## config.mk

```make
export PLATFORM = sky130hd
export DESIGN_NAME = rlbc_front
export DESIGN_NICKNAME = d
export VERILOG_FILES = /design/src/rtl/rlbc_pkg.sv /design/src/rtl/rlbc_front.sv
export SDC_FILE = /design/constraint.sdc
export NUM_CORES = 1
export LEC_CHECK = 0
export ABC_AREA = 1
export BUFFER_PORTS_ARGS = -buffer_cell sky130_fd_sc_hd__buf_2
export CELL_PAD_IN_SITES_DETAIL_PLACEMENT = 1
export CELL_PAD_IN_SITES_GLOBAL_PLACEMENT = 1
export CORE_MARGIN = 3
export CORE_UTILIZATION = 43
export CTS_CLUSTER_DIAMETER = 80
export DETAILED_ROUTE_END_ITERATION = 8
export MAX_ROUTING_LAYER = met4
export PLACE_DENSITY = 0.83
export SKIP_CTS_REPAIR_TIMING = 1
export SLEW_MARGIN = 10
export SYNTH_ARGS = -nofsm -noshare
export SYNTH_HDL_FRONTEND = slang
export SYNTH_SLANG_ARGS = --single-unit
export TNS_END_PERCENT = 10
```

## constraint.sdc

```tcl
create_clock -name i_clk -period 3.7 [get_ports i_clk]
set_input_delay 0.74 -clock i_clk [delete_from_list [all_inputs] [get_ports i_clk]]
set_output_delay 0.74 -clock i_clk [all_outputs]
set_load 0.01 [all_outputs]
```

## src/rtl/rlbc_pkg.sv

```systemverilog
`default_nettype none
package rlbc_pkg;

    localparam int unsigned CAPACITY_DEF = 1024;
    localparam int unsigned SLICES_DEF   = 65536;
    localparam int unsigned REF_BITS_DEF = 16;

    localparam int unsigned IDX_W      = 16;
    localparam int unsigned SLOT_W     = 10;
    localparam int unsigned SEC_W      = 48;
    localparam int unsigned STAT_W     = 3;
    localparam int unsigned CFG_W      = 32;
    localparam int unsigned ADDR_W     = 3;
    localparam int unsigned IN_DATA_W  = 24;
    localparam int unsigned OUT_DATA_W = 136;

    typedef enum logic [STAT_W-1:0] {
        ST_HIT      = 3'd0,
        ST_FILL     = 3'd1,
        ST_RETRY    = 3'd2,
        ST_PUT_DONE = 3'd3,
        ST_PUT_ERR  = 3'd4
    } t_status;

    localparam logic KIND_GET = 1'b0;
    localparam logic KIND_PUT = 1'b1;

    localparam logic REG_HEADER = 1'b0;
    localparam logic REG_SLICE  = 1'b1;

    typedef struct packed {
        logic             kind;
        logic [IDX_W-1:0] idx;
        logic             wr;
        logic             oor;
    } t_item;

    typedef struct packed {
        logic [CFG_W-1:0] header;
        logic [CFG_W-1:0] slice;
    } t_cfg;

endpackage
`default_nettype wire

```

## src/rtl/rlbc_front.sv

```systemverilog
`default_nettype none
module rlbc_front #(
    parameter int unsigned SLICES = rlbc_pkg::SLICES_DEF
) (
    input  wire logic                           i_clk,
    input  wire logic                           i_rst_n,
    input  wire logic                           i_s_tvalid,
    output logic                                o_s_tready,
    input  wire logic [rlbc_pkg::IN_DATA_W-1:0] i_s_tdata,
    input  wire logic                           i_s_tuser,
    input  wire logic                           i_hold,
    output rlbc_pkg::t_item                     o_item,
    output logic                                o_valid,
    input  wire logic                           i_pop
);

    rlbc_pkg::t_item r_q [2];
    logic            r_wp;
    logic            r_rp;
    logic [1:0]      r_cnt;
    rlbc_pkg::t_item in_item;
    logic            push;

    always_comb begin
        in_item.kind = i_s_tuser;
        in_item.idx  = i_s_tdata[rlbc_pkg::IDX_W-1:0];
        in_item.wr   = i_s_tdata[rlbc_pkg::IDX_W];
        in_item.oor  = (32'(i_s_tdata[rlbc_pkg::IDX_W-1:0]) >= 32'(SLICES));
    end

    assign o_s_tready = (r_cnt != 2'd2) && !i_hold;
    assign push       = i_s_tvalid && o_s_tready;
    assign o_valid    = (r_cnt != 2'd0);
    assign o_item     = r_q[r_rp];

    always_ff @(posedge i_clk) begin
        if (push) begin
            r_q[r_wp] <= in_item;
        end
        if (!i_rst_n) begin
            r_wp  <= 1'b0;
            r_rp  <= 1'b0;
            r_cnt <= 2'd0;
        end else begin
            if (push) begin
                r_wp <= ~r_wp;
            end
            if (i_pop && o_valid) begin
                r_rp <= ~r_rp;
            end
            r_cnt <= r_cnt + 2'(push) - 2'(i_pop && o_valid);
        end
    end

endmodule
`default_nettype wire

```

==> flow_metrics.env, run 1 <==
export IMPL_critPathLaunchType="register"
export IMPL_path_buf_inv=1
export IMPL_power_frac_seq_pct=52.7
export IMPL_synth_area_top_cells="edfxtp_1 (67%), mux2_4 (9.3%), dfxtp_1 (6.2%), mux2_2 (5.6%), inv_1 (2.3%)"
export IMPL_syn_cell_area_mm2=0.00162
export IMPL_drive_gt1_share_pct=46.5
export IMPL_die_h_um=67.4
export IMPL_async_flop_share_pct=0
export IMPL_rsz0062_at_grt="false"
export IMPL_grt_max_degree=19
export IMPL_whs_path_depth=2
export IMPL_tritoncts="done"
export IMPL_slowest_delay_ns=0.94
export IMPL_critPathTopFamily="flip-flops"
export IMPL_drt_pass1_iterations=4
export IMPL_p_leak_nw=0.793
export IMPL_clock_path_buffers=2
export IMPL_rrSetupSlack_ns=1.89
export IMPL_synthToLayoutAreaGrowth_pct=19.3
export IMPL_required_ns=2.96
export IMPL_place_hpwl_um=2270
export IMPL_finalMaxSlewViolations=0
export IMPL_timing_slew_headroom_pct=37.0
export IMPL_power_frac_clock_pct=24.2
export IMPL_finalNonFillerCells=190
export IMPL_synth_distinct_cells=16
export IMPL_coreArea_mm2=0.00349
export IMPL_clk_latency_ns=0.29
export IMPL_grt_pass1_vias=986
export IMPL_io_pins=51
export IMPL_diodes=0
export IMPL_fin_nets=175
export IMPL_internal_power_mw=0.822
export IMPL_start_util_pct=46.4
export IMPL_cts_buffers=5
export IMPL_root_buffer="clkbuf_8"
export IMPL_min_from="r_rp$_SDFFE_PN0P_"
export IMPL_cp_end_kind="output port"
export IMPL_status="completed"
export IMPL_comb_power_share_pct=23.1
export IMPL_ff2ff_path_depth=4
export IMPL_tightest_slew_ns=0.943
export IMPL_cts_sinks=41
export IMPL_fmax_mhz=394
export IMPL_drtIter0Drc=45
export IMPL_final_hold_violation_count=0
export IMPL_r2r_end="r_q[0][0]$_DFFE_PP_"
export IMPL_vdd_drop_max_uv=261
export IMPL_grt_antenna_before_repair=0
export IMPL_layout_min_cycle_time_ns=2.54
export IMPL_die_area_mm2=0.00454
export IMPL_crit_type="register to output port"
export IMPL_ys_ff_latch=41
export IMPL_fin_crit_sh_pct=68.5
export IMPL_grtUsageTotal_pct=15.3
export IMPL_grt_pass1_wl_um=4730
export IMPL_synth_most_common_cell="edfxtp_1"
export IMPL_ys_seq_area_share_pct=72.8
export IMPL_setup_viol=0
export IMPL_syn_nets=129
export IMPL_synth_edf_count=36
export IMPL_worstPathMaxFanout=18
export IMPL_netSwitchingFraction_pct=27.6
export IMPL_cap_violations=0
export IMPL_switchingPower_mw=0.313
export IMPL_finish_utilization_pct=55.4
export IMPL_synth_ff_type="edfxtp_1"
export IMPL_routed_via_density=4.71
export IMPL_port_buffers=42
export IMPL_tns_ns=0
export IMPL_hold_path_class="register to register"
export IMPL_wl_per_cell_um=15.9
export IMPL_syn_instance_count=97
export IMPL_vias=895
export IMPL_r2r_start="r_cnt[0]$_SDFF_PN0_"
export IMPL_overflow=0
export IMPL_power_density_mw_per_mm2=587
export IMPL_cp_cell_sequence="mux2_2 > buf_2"
export IMPL_htree_levels=2
export IMPL_routed_wl_um=3020
export IMPL_placedCellCount=182
export IMPL_slowest_stage="dfxtp_1"
export IMPL_syn_area_per_cell_um2=16.7
export IMPL_drc=0
export IMPL_clk_pin_slew_ns=0.07
export IMPL_ys_top_cells_by_count="edfxtp_1 (36), inv_1 (10), mux2_4 (10), nand2_1 (9), mux2_2 (8)"
export IMPL_postRouteAntennaNets=0
export IMPL_yosysWarnings=0
export IMPL_synth_top_area_share_pct=66.7
export IMPL_critPathArrivalTime_ns=1.80
export IMPL_rows=21
export IMPL_synth_top_area_cell="edfxtp_1"
export IMPL_gp_congestion=0.684
export IMPL_die_x_um=67.4
export IMPL_finClkSkew_ns=0.00301
worst max path at each step:
stage / endpoint / slack [ns] / cells after the start
after floorplan: r_q[0][0]$_DFFE_PP_ / 1.61 / 3
after global placement: o_item[2] / 1.43 / 2
after detailed placement: o_item[4] / 1.43 / 2
after CTS: o_item[4] / 1.11 / 2
after global routing: o_item[3] / 1.04 / 2
final: o_item[4] / 1.16 / 2
cell families (layout without fill, tap and decap cells):
logic type,count (synthesis),in the layout,share of synthesized area (%)
AOI/OAI and AO/OA,3,3,1.08
buffers and inverters,13,60,4.71
muxes,18,18,14.8
DFF,41,41,72.8
and+or+nand+nor,19,19,4.78
adders and majority gates,2,2,1.54
other,1,1,0.231
per-layer routing:
layer  global-route usage, %  wire (µm)  up-vias
li1                        -          -      434
met1                    16.1       1180      422
met2                    26.4       1560       33
met3                    4.66        214        6
met4                    6.84         58        0
met5                       -          0        -
area by class of cell:
class,instances,area (µm²)
fill,362,1560
sequential,41,1180
multi-input combinational,43,367
timing repair buffer,42,210
clock buffer,7,76.3
tap,46,57.6
inverter,10,37.5
clock inverter,1,5.00
power groups by stage:
| stage | clock network, mW | registers, mW | logic, mW |
|---|---|---|---|
| finish | 0.275 | 0.598 | 0.263 |
| CTS | 0.286 | 0.599 | 0.269 |
| detailed placement | 0 | 0.609 | 0.268 |
| global route | 0.310 | 0.604 | 0.294 |
| floorplan | 0 | 0.575 | 0.214 |
| global placement | 0 | 0.604 | 0.255 |
worst min-delay path, stage by stage, from the launching register on:
cell and delay, ns:
dfxtp_1 0.34, nor2_1 0.07, nor2_1 0.08
cell usage in the layout (no fill, tap or decap):
| cell type | netlist | final |
|---|---|---|
| a21oi_1 | 2 | 2 |
| buf_2 | 0 | 42 |
| clkbuf_1 | 0 | 2 |
| clkbuf_8 | 0 | 5 |
| clkinv_2 | 0 | 1 |
| conb_1 | 1 | 1 |
| dfxtp_1 | 5 | 5 |
| edfxtp_1 | 36 | 36 |
| ha_1 | 2 | 2 |
| inv_1 | 10 | 10 |
| mux2_2 | 8 | 8 |
| mux2_4 | 10 | 10 |
| nand2_1 | 9 | 9 |
| nand3_1 | 3 | 3 |
| nand4_1 | 1 | 1 |
| nor2_1 | 6 | 5 |
| nor2_2 | 0 | 1 |
| o21a_1 | 1 | 1 |
sequential cells by signal (all words and copies together) (netlist names), named ones only:
name and flops:
r_cnt 2, r_q 36, r_rp 1, r_wp 1
through the flow:
step | hold WS [ns] | cell area [µm²] | setup WS, ns | total power, mW
3_5_place_dp | 0.497 | 1850 | 1.43 | 0.877
5_1_grt | 0.560 | 1930 | 1.04 | 1.21
6_report | 0.522 | 1930 | 1.16 | 1.13
4_1_cts | 0.516 | 1930 | 1.11 | 1.15
3_3_place_gp | 0.474 | 1850 | 1.43 | 0.859
2_1_floorplan | 0.451 | 1620 | 1.61 | 0.790
(Power assumes the default switching activity.)
==> run 2, diff against run 1 <==
Settings changed: CORE_UTILIZATION 43 to 36, PLACE_DENSITY 0.83 to 0.74.
Clock period 3.7 ns to 2.1 ns, I/O delays scaled along.
==> flow_metrics.env, run 2 (synthesized netlist as in run 1, its figures left out) <==
export IMPL_largest_register_ff_count=36
export IMPL_diodes=0
export IMPL_drive_gt1_share_pct=48.6
export IMPL_top_regs="r_q (36), r_cnt (2)"
export IMPL_p_leak_nw=0.817
export IMPL_postRouteAntennaNets=0
export IMPL_port_buffers=42
export IMPL_gp_congestion=0.690
export IMPL_clk_latency_ns=0.29
export IMPL_finish_utilization_pct=47.2
export IMPL_place_area_mm2=0.00189
export IMPL_overflow=0
export IMPL_required_ns=1.68
export IMPL_setup_viol=0
export IMPL_tns_ns=0
export IMPL_hold_path_class="input pin to register"
export IMPL_grt_pass1_vias=1011
export IMPL_fin_nets=179
export IMPL_layout_min_cycle_time_ns=1.85
export IMPL_critPathLaunchType="register"
export IMPL_grt_antenna_before_repair=0
export IMPL_grt_max_degree=19
export IMPL_rows=23
export IMPL_root_buffer="clkbuf_8"
export IMPL_crit_type="register to output port"
export IMPL_start_util_pct=38.9
export IMPL_finalMaxSlewViolations=0
export IMPL_top_layer_used="met4"
export IMPL_cp_end_kind="output port"
export IMPL_regMostFlops="r_q"
export IMPL_worstPathMaxFanout=18
export IMPL_drt_pass1_iterations=3
export IMPL_routed_wl_um=3000
export IMPL_clk_pin_slew_ns=0.08
export IMPL_finClkSkew_ns=0.00809
export IMPL_die_h_um=73.1
export IMPL_final_common_cell="buf_2"
export IMPL_fin_total_pwr_mw=2.01
export IMPL_drtIter0Drc=61
export IMPL_routed_via_density=4.58
export IMPL_status="completed"
export IMPL_ff2ff_path_depth=10
export IMPL_final_cell_mix="buf_2 (42), edfxtp_1 (36), inv_1 (10), mux2_4 (10), nand2_1 (9)"
export IMPL_clock_path_buffers=2
export IMPL_coreArea_mm2=0.00417
export IMPL_power_density_mw_per_mm2=1020
export IMPL_critPathArrivalTime_ns=1.43
export IMPL_place_hpwl_um=2230
export IMPL_die_x_um=73.1
export IMPL_dr_wl_met3_um=175
export IMPL_io_pins=51
export IMPL_cts_buffers=5
export IMPL_fmax_mhz=542
export IMPL_rsz0062_at_grt="false"
export IMPL_fin_crit_sh_pct=87.9
export IMPL_cap_violations=0
export IMPL_htree_levels=2
export IMPL_synthToLayoutAreaGrowth_pct=21.5
export IMPL_wl_per_cell_um=15.1
export IMPL_vdd_drop_max_uv=450
export IMPL_drc=0
export IMPL_grtUsageTotal_pct=12.2
export IMPL_tritoncts="done"
export IMPL_cts_sinks=41
export IMPL_die_area_mm2=0.00535
export IMPL_grt_pass1_wl_um=4610
export IMPL_final_hold_violation_count=0
export IMPL_dr_wl_met2_um=1570
export IMPL_whs_path_depth=1
export IMPL_wl_met1_um=1200
export IMPL_vias=907
export IMPL_finalInstanceArea_mm2=0.00197
run 2: per-layer routing:
| metal | vias to the layer above | global-route usage (%) |
|---|---|---|
| li1 | 441 | - |
| met5 | - | - |
| met4 | 0 | 6.76 |
| met3 | 5 | 3.17 |
| met2 | 29 | 20.7 |
| met1 | 432 | 13.0 |
run 2: area by class of cell:
| cell class | instances | area [µm²] |
|---|---|---|
| multi-input combinational | 43 | 367 |
| clock buffer | 6 | 72.6 |
| clock inverter | 2 | 10.0 |
| sequential | 41 | 1180 |
| fill | 438 | 2200 |
| timing repair buffer | 46 | 240 |
| tap | 50 | 62.6 |
| inverter | 10 | 37.5 |
run 2: per-stage QoR:
step / instances / setup slack [ns] / hold slack (ns)
4_1_cts: 198 / 0.232 / 0.306
6_report: 198 / 0.254 / 0.317
2_1_floorplan: 97 / 0.332 / 0.451
3_3_place_gp: 190 / 0.451 / 0.467
3_5_place_dp: 190 / 0.366 / 0.480
5_1_grt: 198 / 0.202 / 0.308
run 2: path summary, 6_finish.rpt:
check,start,end,slack [ns]
hold reg to reg,r_rp$_SDFFE_PN0P_,register,0.48
setup / recovery,register,o_item[2],0.25
hold / removal,i_s_tdata[3],r_q[1][4]$_DFFE_PP_,0.32
setup reg to reg,r_cnt[0]$_SDFF_PN0_,r_cnt[1]$_SDFF_PN0_,0.44
run 2: where the power goes:
part	leakage, nW	switching [mW]	internal, mW
Combinational	0.401	0.272	0.252
Sequential	0.371	0.0318	0.971
Clock	0.0450	0.250	0.230
Total	0.817	0.554	1.45
run 2: critical path, stage by stage (launching register included):
cell	delay [ns]
dfxtp_1	0.31
buf_4	0.29
mux2_2	0.38
buf_2	0.14
==> run 3, diff against run 2 <==
Settings changed: CORE_UTILIZATION 36 to 38, CTS_BUF_LIST set to sky130_fd_sc_hd__clkbuf_2, PLACE_DENSITY 0.74 to 0.78.
==> flow_metrics.env, run 3 (synthesized netlist as in run 1, its figures left out) <==
export IMPL_status="completed"
export IMPL_crit_type="register to output port"
export IMPL_ff2ff_path_depth=10
export IMPL_fin_total_pwr_mw=1.87
export IMPL_hold_slack_ns=0.224
export IMPL_drive_gt1_share_pct=49.0
export IMPL_fmax_mhz=542
export IMPL_top_regs="r_q (36), r_cnt (2)"
export IMPL_required_ns=1.68
export IMPL_r2r_end="r_cnt[1]$_SDFF_PN0_"
export IMPL_coreArea_mm2=0.00406
export IMPL_largest_register_ff_count=36
export IMPL_p_leak_nw=0.808
export IMPL_cap_violations=0
export IMPL_diodes=0
export IMPL_finalInstanceArea_mm2=0.00193
export IMPL_rsz0062_at_grt="false"
export IMPL_cp_end_kind="output port"
export IMPL_postRouteAntennaNets=0
export IMPL_holdPathEnd="r_q[1][16]$_DFFE_PP_"
export IMPL_finalNonFillerCells=199
export IMPL_r2r_start="r_cnt[0]$_SDFF_PN0_"
export IMPL_fin_nets=180
export IMPL_final_hold_violation_count=0
export IMPL_drc=0
export IMPL_rrSetupSlack_ns=0.43
export IMPL_routed_wl_um=3130
export IMPL_cts_buffers=5
export IMPL_final_cell_mix="buf_2 (42), edfxtp_1 (36), inv_1 (10), mux2_4 (10), nand2_1 (9)"
export IMPL_synthToLayoutAreaGrowth_pct=19.3
export IMPL_fin_crit_sh_pct=87.8
export IMPL_hold_path_class="input pin to register"
export IMPL_tns_ns=0
export IMPL_setup_viol=0
export IMPL_clk_pin_slew_ns=0.20
export IMPL_routed_via_density=4.71
export IMPL_io_pins=51
export IMPL_wl_per_cell_um=15.7
export IMPL_grt_max_degree=14
export IMPL_placedCellCount=191
export IMPL_cts_sinks=41
export IMPL_vdd_drop_max_uv=411
export IMPL_clk_latency_ns=0.37
export IMPL_drtIter0Drc=48
export IMPL_rows=23
export IMPL_grt_pass1_vias=1020
export IMPL_final_common_cell="buf_2"
export IMPL_die_area_mm2=0.00509
export IMPL_finClkSkew_ns=0.0110
export IMPL_critPathLaunchType="register"
export IMPL_overflow=0
export IMPL_min_from="i_s_tdata[15]"
export IMPL_htree_levels=2
export IMPL_whs_path_depth=1
export IMPL_port_buffers=42
export IMPL_start_util_pct=40.0
export IMPL_die_h_um=71.3
export IMPL_critPathArrivalTime_ns=1.42
export IMPL_regMostFlops="r_q"
export IMPL_vias=938
export IMPL_grt_pass1_wl_um=4810
export IMPL_finalMaxSlewViolations=0
export IMPL_worstPathMaxFanout=10
export IMPL_drt_pass1_iterations=4
export IMPL_gp_congestion=0.765
export IMPL_clock_path_buffers=2
export IMPL_die_x_um=71.3
export IMPL_tritoncts="done"
export IMPL_place_hpwl_um=2400
export IMPL_grt_antenna_before_repair=0
export IMPL_layout_min_cycle_time_ns=1.84
export IMPL_root_buffer="clkbuf_2"
export IMPL_power_density_mw_per_mm2=968
export IMPL_grtUsageTotal_pct=13.1
export IMPL_place_area_mm2=0.00190
-- run 3: worst max-delay path, cell delays in order (launching register included) --
cell	delay, ns
dfxtp_1	0.37
buf_4	0.23
mux2_4	0.32
buf_2	0.14
-- run 3: stage by stage --
step / setup WS [ns] / utilization [%]
2_1_floorplan: 0.332 / -
3_5_place_dp: 0.379 / 46.7
3_3_place_gp: 0.473 / 46.7
4_1_cts: 0.204 / 47.7
5_1_grt: 0.118 / 47.7
6_report: 0.256 / 47.7
-- run 3: worst max-delay path by stage --
stage / startpoint / end / slack [ns]
after floorplan: i_hold / r_q[0][0]$_DFFE_PP_ / 0.33
after global placement: i_hold / r_cnt[1]$_SDFF_PN0_ / 0.47
after detailed placement: i_hold / r_cnt[1]$_SDFF_PN0_ / 0.38
after CTS: register / o_item[16] / 0.20
after global routing: register / o_item[16] / 0.12
final: register / o_item[16] / 0.26
-- run 3: power by group --
group	total, mW	internal, mW	switching, mW
sequential	1.01	0.971	0.0354
clock	0.328	0.0895	0.239
combinational	0.539	0.260	0.280
total	1.87	1.32	0.553
-- run 3: cell type report --
type / count / area (µm²)
Clock buffer: 7 / 35.0
Clock inverter: 1 / 3.75
Fill cell: 428 / 2120
Tap cell: 50 / 62.6
Sequential cell: 41 / 1180
Timing Repair Buffer: 47 / 248
Multi-Input combinational cell: 43 / 367
Inverter: 10 / 37.5
-- run 3: per-layer routing --
layer	wire length, µm	track usage, %	vias to the layer above	part of all wire, %
li1	-	-	447	-
met1	1240	13.2	459	40
met2	1690	23.8	30	54
met3	185	4.63	2	5.9
met4	10	3.76	0	0.32
met5	0	-	-	0
